==> config.mk <==
export PLATFORM = sky130hd
export DESIGN_NAME = utf8_stream_validator
export DESIGN_NICKNAME = d
export VERILOG_FILES = /design/src/hw/rtl/utf8v_pkg.sv /design/src/hw/rtl/utf8v_front.sv /design/src/hw/rtl/utf8v_queue.sv /design/src/hw/rtl/utf8v_back.sv /design/src/hw/rtl/utf8_stream_validator.sv
export SDC_FILE = /design/constraint.sdc
export NUM_CORES = 1
export LEC_CHECK = 0
export ABC_CLOCK_PERIOD_IN_PS = 2100
export BUFFER_PORTS_ARGS = -buffer_cell sky130_fd_sc_hd__clkbuf_2
export CAP_MARGIN = 20
export CORE_UTILIZATION = 26
export CTS_BUF_LIST = sky130_fd_sc_hd__clkbuf_4 sky130_fd_sc_hd__clkbuf_8
export DETAILED_ROUTE_END_ITERATION = 8
export MAX_ROUTING_LAYER = met4
export PLACE_DENSITY_LB_ADDON = 0.1
export REMOVE_ABC_BUFFERS = 1
export SLEW_MARGIN = 20
export SYNTH_ARGS = -nofsm -noshare
export SYNTH_HDL_FRONTEND = slang
export SYNTH_SLANG_ARGS = --single-unit
export TNS_END_PERCENT = 20
==> constraint.sdc <==
create_clock -name i_clk -period 2.1 [get_ports i_clk]
set_clock_uncertainty 0.2 [all_clocks]
set_input_delay 0.525 -clock i_clk [delete_from_list [all_inputs] [get_ports i_clk]]
set_output_delay 0.525 -clock i_clk [all_outputs]
set_load 0.05 [all_outputs]
==> src/hw/rtl/utf8v_pkg.sv <==
// Shared types and constants of the UTF-8 stream validator.
// No dependencies; used by the front, queue, back and top level files.
package utf8v_pkg;

    // Default depth of the queue between the front and back parts (power of two, >= 2).
    localparam int unsigned QUEUE_DEPTH = 2;

    // Byte class as decided by the front part, independent of sequence state.
    typedef enum logic [2:0] {
        CLS_NONE  = 3'd0,   // bare end marker, no byte
        CLS_ASCII = 3'd1,   // 00..7F
        CLS_CONT  = 3'd2,   // 80..BF
        CLS_LEAD2 = 3'd3,   // C2..DF
        CLS_LEAD3 = 3'd4,   // E0..EF
        CLS_LEAD4 = 3'd5,   // F0..F4
        CLS_BAD   = 3'd6    // C0, C1, F5..FF
    } t_cls;

    // One classified transaction as it travels through the queue.
    typedef struct packed {
        t_cls       cls;
        logic [5:0] bits;   // payload bits, lead mask already applied
        logic       last;   // end of string
    } t_item;

endpackage

==> src/hw/rtl/utf8v_front.sv <==
// Front part: accepts input transactions, classifies the byte, holds it in a register.
// Depends on utf8v_pkg.
module utf8v_front (
    input  logic                i_clk,
    input  logic                i_rst_n,
    input  logic                i_valid,
    output logic                o_ready,
    input  logic [7:0]          i_data_byte,
    input  logic                i_byte_present,
    input  logic                i_end_of_string,
    output logic                o_push,
    output utf8v_pkg::t_item    o_item,
    input  logic                i_full
);

    logic             r_valid;
    logic             n_valid;
    utf8v_pkg::t_item r_item;
    utf8v_pkg::t_item n_item;
    utf8v_pkg::t_item cls_item;

    always_comb begin
        cls_item.last = i_end_of_string;
        cls_item.bits = i_data_byte[5:0];
        if (!i_byte_present) begin
            cls_item.cls = utf8v_pkg::CLS_NONE;
        end else if (i_data_byte <= 8'h7F) begin
            cls_item.cls = utf8v_pkg::CLS_ASCII;
        end else if (i_data_byte <= 8'hBF) begin
            cls_item.cls = utf8v_pkg::CLS_CONT;
        end else if (i_data_byte < 8'hC2) begin
            cls_item.cls = utf8v_pkg::CLS_BAD;
        end else if (i_data_byte <= 8'hDF) begin
            cls_item.cls  = utf8v_pkg::CLS_LEAD2;
            cls_item.bits = {1'b0, i_data_byte[4:0]};
        end else if (i_data_byte <= 8'hEF) begin
            cls_item.cls  = utf8v_pkg::CLS_LEAD3;
            cls_item.bits = {2'b00, i_data_byte[3:0]};
        end else if (i_data_byte <= 8'hF4) begin
            cls_item.cls  = utf8v_pkg::CLS_LEAD4;
            cls_item.bits = {3'b000, i_data_byte[2:0]};
        end else begin
            cls_item.cls = utf8v_pkg::CLS_BAD;
        end
    end

    assign o_push  = r_valid && !i_full;
    assign o_ready = !r_valid || !i_full;
    assign o_item  = r_item;

    always_comb begin
        n_valid = r_valid;
        n_item  = r_item;
        if (o_ready) begin
            n_valid = i_valid;
            n_item  = cls_item;
        end
    end

    always_ff @(posedge i_clk) begin
        if (!i_rst_n) begin
            r_valid <= 1'b0;
        end else begin
            r_valid <= n_valid;
        end
        r_item <= n_item;
    end

endmodule

==> src/hw/rtl/utf8v_queue.sv <==
// Small FIFO of classified transactions between the front and back parts.
// Depends on utf8v_pkg.
module utf8v_queue #(
    parameter int unsigned DEPTH = utf8v_pkg::QUEUE_DEPTH
) (
    input  logic                i_clk,
    input  logic                i_rst_n,
    input  logic                i_push,
    input  utf8v_pkg::t_item    i_item,
    output logic                o_full,
    input  logic                i_pop,
    output logic                o_valid,
    output utf8v_pkg::t_item    o_item
);

    localparam int unsigned PTR_W = $clog2(DEPTH);
    localparam int unsigned CNT_W = $clog2(DEPTH + 1);

    utf8v_pkg::t_item   r_mem [DEPTH];
    logic [PTR_W-1:0]   r_wr_ptr;
    logic [PTR_W-1:0]   r_rd_ptr;
    logic [CNT_W-1:0]   r_count;
    logic [PTR_W-1:0]   n_wr_ptr;
    logic [PTR_W-1:0]   n_rd_ptr;
    logic [CNT_W-1:0]   n_count;

    assign o_full  = (r_count == CNT_W'(DEPTH));
    assign o_valid = (r_count != '0);
    assign o_item  = r_mem[r_rd_ptr];

    always_comb begin
        n_wr_ptr = r_wr_ptr;
        n_rd_ptr = r_rd_ptr;
        n_count  = r_count;
        if (i_push) begin
            n_wr_ptr = (r_wr_ptr == PTR_W'(DEPTH - 1)) ? '0 : r_wr_ptr + 1'b1;
        end
        if (i_pop) begin
            n_rd_ptr = (r_rd_ptr == PTR_W'(DEPTH - 1)) ? '0 : r_rd_ptr + 1'b1;
        end
        if (i_push && !i_pop) begin
            n_count = r_count + 1'b1;
        end else if (i_pop && !i_push) begin
            n_count = r_count - 1'b1;
        end
    end

    always_ff @(posedge i_clk) begin
        if (!i_rst_n) begin
            r_wr_ptr <= '0;
            r_rd_ptr <= '0;
            r_count  <= '0;
        end else begin
            r_wr_ptr <= n_wr_ptr;
            r_rd_ptr <= n_rd_ptr;
            r_count  <= n_count;
        end
        if (i_push) begin
            r_mem[r_wr_ptr] <= i_item;
        end
    end

endmodule

==> src/hw/rtl/utf8v_back.sv <==
// Back part: runs the UTF-8 sequence state and drives the verdict output register.
// Depends on utf8v_pkg.
module utf8v_back (
    input  logic                i_clk,
    input  logic                i_rst_n,
    input  logic                i_q_valid,
    input  utf8v_pkg::t_item    i_q_item,
    output logic                o_pop,
    output logic                o_valid,
    input  logic                i_ready,
    output logic                o_string_valid
);

    localparam logic [2:0] SEQ_NONE = 3'd0;
    localparam logic [2:0] SEQ_LEN2 = 3'd2;
    localparam logic [2:0] SEQ_LEN3 = 3'd3;
    localparam logic [2:0] SEQ_LEN4 = 3'd4;

    logic [1:0]  r_pend;
    logic [2:0]  r_len;
    logic [20:0] r_code;
    logic        r_err;
    logic        r_out_valid;
    logic        r_out_data;
    logic [1:0]  n_pend;
    logic [2:0]  n_len;
    logic [20:0] n_code;
    logic        n_err;
    logic        n_out_valid;
    logic        n_out_data;

    logic        out_free;
    logic [20:0] code_acc;
    logic [1:0]  pend_dec;
    logic        range_bad;

    assign out_free = !r_out_valid || i_ready;
    // Non-final transactions never touch the output slot and drain freely.
    assign o_pop    = i_q_valid && (!i_q_item.last || out_free);

    assign code_acc = {r_code[14:0], i_q_item.bits};
    assign pend_dec = r_pend - 2'd1;

    always_comb begin
        range_bad = 1'b0;
        if (r_len == SEQ_LEN3) begin
            range_bad = (code_acc[20:11] == 10'h000) || (code_acc[20:11] == 10'h01B);
        end else if (r_len == SEQ_LEN4) begin
            range_bad = (code_acc[20:16] == 5'h00) || (code_acc > 21'h10FFFF);
        end
    end

    always_comb begin
        n_pend      = r_pend;
        n_len       = r_len;
        n_code      = r_code;
        n_err       = r_err;
        n_out_valid = r_out_valid && !i_ready;
        n_out_data  = r_out_data;
        if (o_pop) begin
            unique case (i_q_item.cls)
                utf8v_pkg::CLS_NONE: begin
                end
                utf8v_pkg::CLS_ASCII: begin
                    if (r_pend != 2'd0) begin
                        n_err  = 1'b1;
                        n_pend = 2'd0;
                        n_len  = SEQ_NONE;
                        n_code = '0;
                    end
                end
                utf8v_pkg::CLS_LEAD2, utf8v_pkg::CLS_LEAD3, utf8v_pkg::CLS_LEAD4: begin
                    if (r_pend != 2'd0) begin
                        n_err  = 1'b1;
                        n_pend = 2'd0;
                        n_len  = SEQ_NONE;
                        n_code = '0;
                    end else begin
                        n_code = {15'd0, i_q_item.bits};
                        if (i_q_item.cls == utf8v_pkg::CLS_LEAD2) begin
                            n_pend = 2'd1;
                            n_len  = SEQ_LEN2;
                        end else if (i_q_item.cls == utf8v_pkg::CLS_LEAD3) begin
                            n_pend = 2'd2;
                            n_len  = SEQ_LEN3;
                        end else begin
                            n_pend = 2'd3;
                            n_len  = SEQ_LEN4;
                        end
                    end
                end
                utf8v_pkg::CLS_CONT: begin
                    if (r_pend == 2'd0) begin
                        n_err  = 1'b1;
                        n_len  = SEQ_NONE;
                        n_code = '0;
                    end else if (pend_dec != 2'd0) begin
                        n_pend = pend_dec;
                        n_code = code_acc;
                    end else begin
                        n_pend = 2'd0;
                        n_err  = r_err || range_bad;
                        n_len  = SEQ_NONE;
                        n_code = '0;
                    end
                end
                default: begin
                    // lead not allowed anywhere
                    n_err  = 1'b1;
                    n_pend = 2'd0;
                    n_len  = SEQ_NONE;
                    n_code = '0;
                end
            endcase
            if (i_q_item.last) begin
                n_out_valid = 1'b1;
                n_out_data  = !n_err && (n_pend == 2'd0);
                n_pend      = 2'd0;
                n_len       = SEQ_NONE;
                n_code      = '0;
                n_err       = 1'b0;
            end
        end
    end

    assign o_valid        = r_out_valid;
    assign o_string_valid = r_out_data;

    always_ff @(posedge i_clk) begin
        if (!i_rst_n) begin
            r_pend      <= 2'd0;
            r_len       <= SEQ_NONE;
            r_code      <= '0;
            r_err       <= 1'b0;
            r_out_valid <= 1'b0;
        end else begin
            r_pend      <= n_pend;
            r_len       <= n_len;
            r_code      <= n_code;
            r_err       <= n_err;
            r_out_valid <= n_out_valid;
        end
        r_out_data <= n_out_data;
    end

endmodule

==> src/hw/rtl/utf8_stream_validator.sv <==
// Top level of the UTF-8 stream validator: front classifier, queue, back state unit.
// Depends on utf8v_pkg, utf8v_front, utf8v_queue and utf8v_back.

// Checks a byte string for well-formed UTF-8 (RFC 3629), one byte per input
// transaction, and returns one verdict transaction for each end-of-string
// transaction. A transaction with i_byte_present low carries no byte; with
// i_end_of_string low as well it is an idle transaction that changes nothing.
// Throughput is one transaction per clock cycle, sustained, in both
// directions, while i_ready stays high; the limit is the update of the
// sequence state in the back unit. An accepted end-of-string transaction
// reaches o_valid through the front register, the queue and the output
// register. The front keeps taking bytes while a verdict waits in the output
// register: only end-of-string transactions wait for the output slot, and
// the queue (QUEUE_DEPTH entries) absorbs the difference. Overlong,
// surrogate and out-of-range sequences, bad leads, bad continuations and
// truncated strings all give o_string_valid low; an empty string gives high.
// After each verdict the state returns to reset, so the next transaction
// starts a new string.
module utf8_stream_validator #(
    parameter int unsigned QUEUE_DEPTH = utf8v_pkg::QUEUE_DEPTH
) (
    input  logic        i_clk,
    input  logic        i_rst_n,
    // input channel
    input  logic        i_valid,
    output logic        o_ready,
    input  logic [7:0]  i_data_byte,
    input  logic        i_byte_present,
    input  logic        i_end_of_string,
    // result channel
    output logic        o_valid,
    input  logic        i_ready,
    output logic        o_string_valid
);

    logic             push;
    logic             pop;
    logic             q_full;
    logic             q_valid;
    utf8v_pkg::t_item front_item;
    utf8v_pkg::t_item q_item;

    // Classify each byte; stalls only when the queue is full.
    utf8v_front u_front (
        .i_clk          (i_clk),
        .i_rst_n        (i_rst_n),
        .i_valid        (i_valid),
        .o_ready        (o_ready),
        .i_data_byte    (i_data_byte),
        .i_byte_present (i_byte_present),
        .i_end_of_string(i_end_of_string),
        .o_push         (push),
        .o_item         (front_item),
        .i_full         (q_full)
    );

    utf8v_queue #(
        .DEPTH(QUEUE_DEPTH)
    ) u_queue (
        .i_clk   (i_clk),
        .i_rst_n (i_rst_n),
        .i_push  (push),
        .i_item  (front_item),
        .o_full  (q_full),
        .i_pop   (pop),
        .o_valid (q_valid),
        .o_item  (q_item)
    );

    // Sequence state, sticky error and the verdict register.
    utf8v_back u_back (
        .i_clk          (i_clk),
        .i_rst_n        (i_rst_n),
        .i_q_valid      (q_valid),
        .i_q_item       (q_item),
        .o_pop          (pop),
        .o_valid        (o_valid),
        .i_ready        (i_ready),
        .o_string_valid (o_string_valid)
    );

endmodule

==> results.toml <==
[outcome]
outcome = "complete, no violations"

[yosys]
yosysSeqAreaShare_pct = 58.86
synth_seq_cells = 59
synthCells = 212
synthArstFlopShare_pct = 0
netlist.area_leader.share_pct = 36.74
synthesis.area_sq_um = 2534
synth.area.top_cells = "edfxtp_1 (37%), dfxtp_1 (22%), mux2i_1 (3.2%)"
synth_area_leader_cell = "edfxtp_1"
synth_edf_count = 31
syn_avg_cell_area_sq_um = 11.95
synth_flop_cell = "edfxtp_1"
ys_types = 55
yosysWarnings = 0

[critical_path]
cp_num_buf_inv = 1
critical_path_class = "flip-flop to flip-flop"
cp_top_family = "multiplexers"
critical-path-max-stage-delay_ns = 0.40
start_kind = "flip-flop"
reg2reg_slack_ns = 0.05
endpoint_kind = "flip-flop"
cp_slowest_cell = "mux2_2"
arrival_ns = 2.13
cp_cell_sequence = "mux2_2 -> a21oi_4 -> inv_1 -> ha_1 -> or3_1 -> a21boi_0"
cp.required_ns = 2.17
cp_max_fo = 3

[routing]
top_layer = "met4"
wl_met3_um = 196
drt.antenna.violating_nets = 0
num_vias = 1753
wl_um = 5257
drc_errors = 0
via_per_inst = 4.541
routed-wl-met2_um = 2319
wl_met1_um = 2671
wl_per_cell_um = 13.62
drtIter0Drc = 64
dr.pass1.iters = 4

[power]
power.density_nw_per_um2 = 1113
ir_drop_uv = 363.3
leakage_nw = 1.140
power_mw = 3.487

[sta]
timing.fmax_mhz = 486.6
setup_viol = 0
finalWorstSetupSlack_ns = 0.04507
setup_tns_ns = 0
hold_viol_final = 0
tightest_slew_ns = 0.5206
max_slew_margin_pct = 65.29
slew_viol_final = 0
min_period_ns = 2.055
fin_crit_sh_pct = 97.85
rsz0062_at_grt = "true"

[clock_network]
numCtsBuffers = 9
cts_tree = "yes"
clkTransAtPathRegs_ns = 0.08
cts_buffer_depth = 2
clock_sinks = 59
ctsRootBufferMaster = "clkbuf_8"
htreeDepth = 3
clock_latency_ns = 0.34

[cells_and_area]
drive_gt1_share_pct = 27.24
layout_common_cells = "edfxtp_1 (31), dfxtp_1 (28), nand2_1 (18)"
area_growth_pct = 23.65
num_antenna_cells = 0
final_core_util_pct = 33.59
final_cell_area_sq_um = 3133
final_common_cell = "edfxtp_1"
fin_nets = 267

[die]
dieArea_sq_um = 10140
start_util_pct = 27.16
core_area_sq_um = 9328
rows = 35
num_io_pins = 17
die_w_um = 100.7
die_height_um = 100.7

[placement]
gp_congestion = 0.7679
dp_hpwl_um = 3777
post-place-ws_ns = -0.03230
portBuffers = 16
dpl_cell_area_sq_um = 2900

[global_route]
grt_pass1_wl_um = 8818
gr-total-overflow = 0
grt_max_degree = 20
grt_usage_pct = 12.09
grt_pass1_vias = 1678
antenna_found_initial = 0

[worst_hold_path]
hp-class = "input port to flip-flop"
min_from = "i_end_of_string"

[job]
max_cap_violations = 0
==> per-stage QoR <==
step                      std cells  hold WS, ns
after global routing            386       0.1424
after CTS                       386       0.1523
after global placement          370       0.2256
after detailed placement        370       0.2321
after floorplan                 205       0.2215
final                           386       0.1644
==> worst reg2reg max path, cell delays in order (launching register included) <==
cell and delay, ns:
dfxtp_1 0.38, mux2_2 0.40, a21oi_4 0.13, inv_1 0.05
ha_1 0.30, or3_1 0.37, a21boi_0 0.15
==> kinds of logic (layout without fill, tap and decap cells) <==
group | Yosys count | in the layout | share of synthesized area, %
simple gates | 71 | 71 | 15.16
flops | 59 | 59 | 58.86
compound gates | 50 | 50 | 15.46
buf+inv | 15 | 60 | 3.160
mux | 12 | 12 | 5.481
xor+xnor | 4 | 4 | 1.383
fa+ha+maj | 1 | 1 | 0.4937
==> final cells by class <==
cell class,count,area [sq um]
fillers,960,6195
inverters,8,30.03
multi-input cells,138,991.0
clock buffers,9,123.9
well taps,129,161.4
repair buffers,36,259.0
flip-flops and latches,59,1491
clock inverters,7,76.32
==> layer usage <==
| layer | GRT usage, % | vias to the layer above |
|---|---|---|
| met1 | 15.59 | 830 |
| li1 | - | 889 |
| met3 | 4.230 | 6 |
| met2 | 17.18 | 28 |
| met4 | 5.017 | 0 |
| met5 | - | - |
==> sequential cells by signal, indices dropped and copies added, names as in the netlist, named ones only <==
register,count
u_queue.r_mem,20
u_back.r_code,15
u_front.o_item,10
u_back.r_len,3
u_back.r_pend,2
u_queue.r_count,2
u_back.o_string_valid,1
u_back.o_valid,1
u_back.r_err,1
u_front.r_valid,1
u_queue.r_rd_ptr,1
u_queue.r_wr_ptr,1
==> Yosys cell counts (all sizes together) (2+ instances only) <==
cell / instances
a21boi: 5
a21oi: 3
a22o: 4
a31oi: 3
a32o: 5
and2: 3
and3: 3
buf: 4
clkbuf: 3
dfxtp: 28
edfxtp: 31
inv: 8
mux2: 2
mux2i: 10
nand2: 18
nand2b: 2
nand3: 10
nand3b: 2
nand4: 4
nor2: 11
nor2b: 4
nor3: 3
nor4: 3
nor4b: 2
o21a: 4
o21ai: 8
o22ai: 6
o31ai: 3
xnor2: 3
==> timing repair <==
action                                 4_1_cts  5_1_grt
hold buffers                                 0        0
endpoints found under the hold margin        0        0
pin swaps                                    0        2
resized for setup                            2        5
setup buffers                                0        0
setup endpoints to repair                    7       15
gates cloned                                 0        0
==> worst paths after layout <==
kind                                            end  cells past startpoint
worst min register to register  u_queue.r_mem[0][6]                      0
worst max register to register   u_queue.r_count[1]                      6
worst min-delay path              u_front.o_item[0]                      1
worst max-delay path             u_queue.r_count[1]                      6
==> power breakdown <==
part           internal, mW  total, mW  leakage (nW)  switching, mW
Combinational         0.442      0.985         0.514          0.543
Sequential             1.37       1.45         0.530         0.0865
Clock                 0.555       1.05        0.0962          0.495
(Power assumes the default switching activity.)
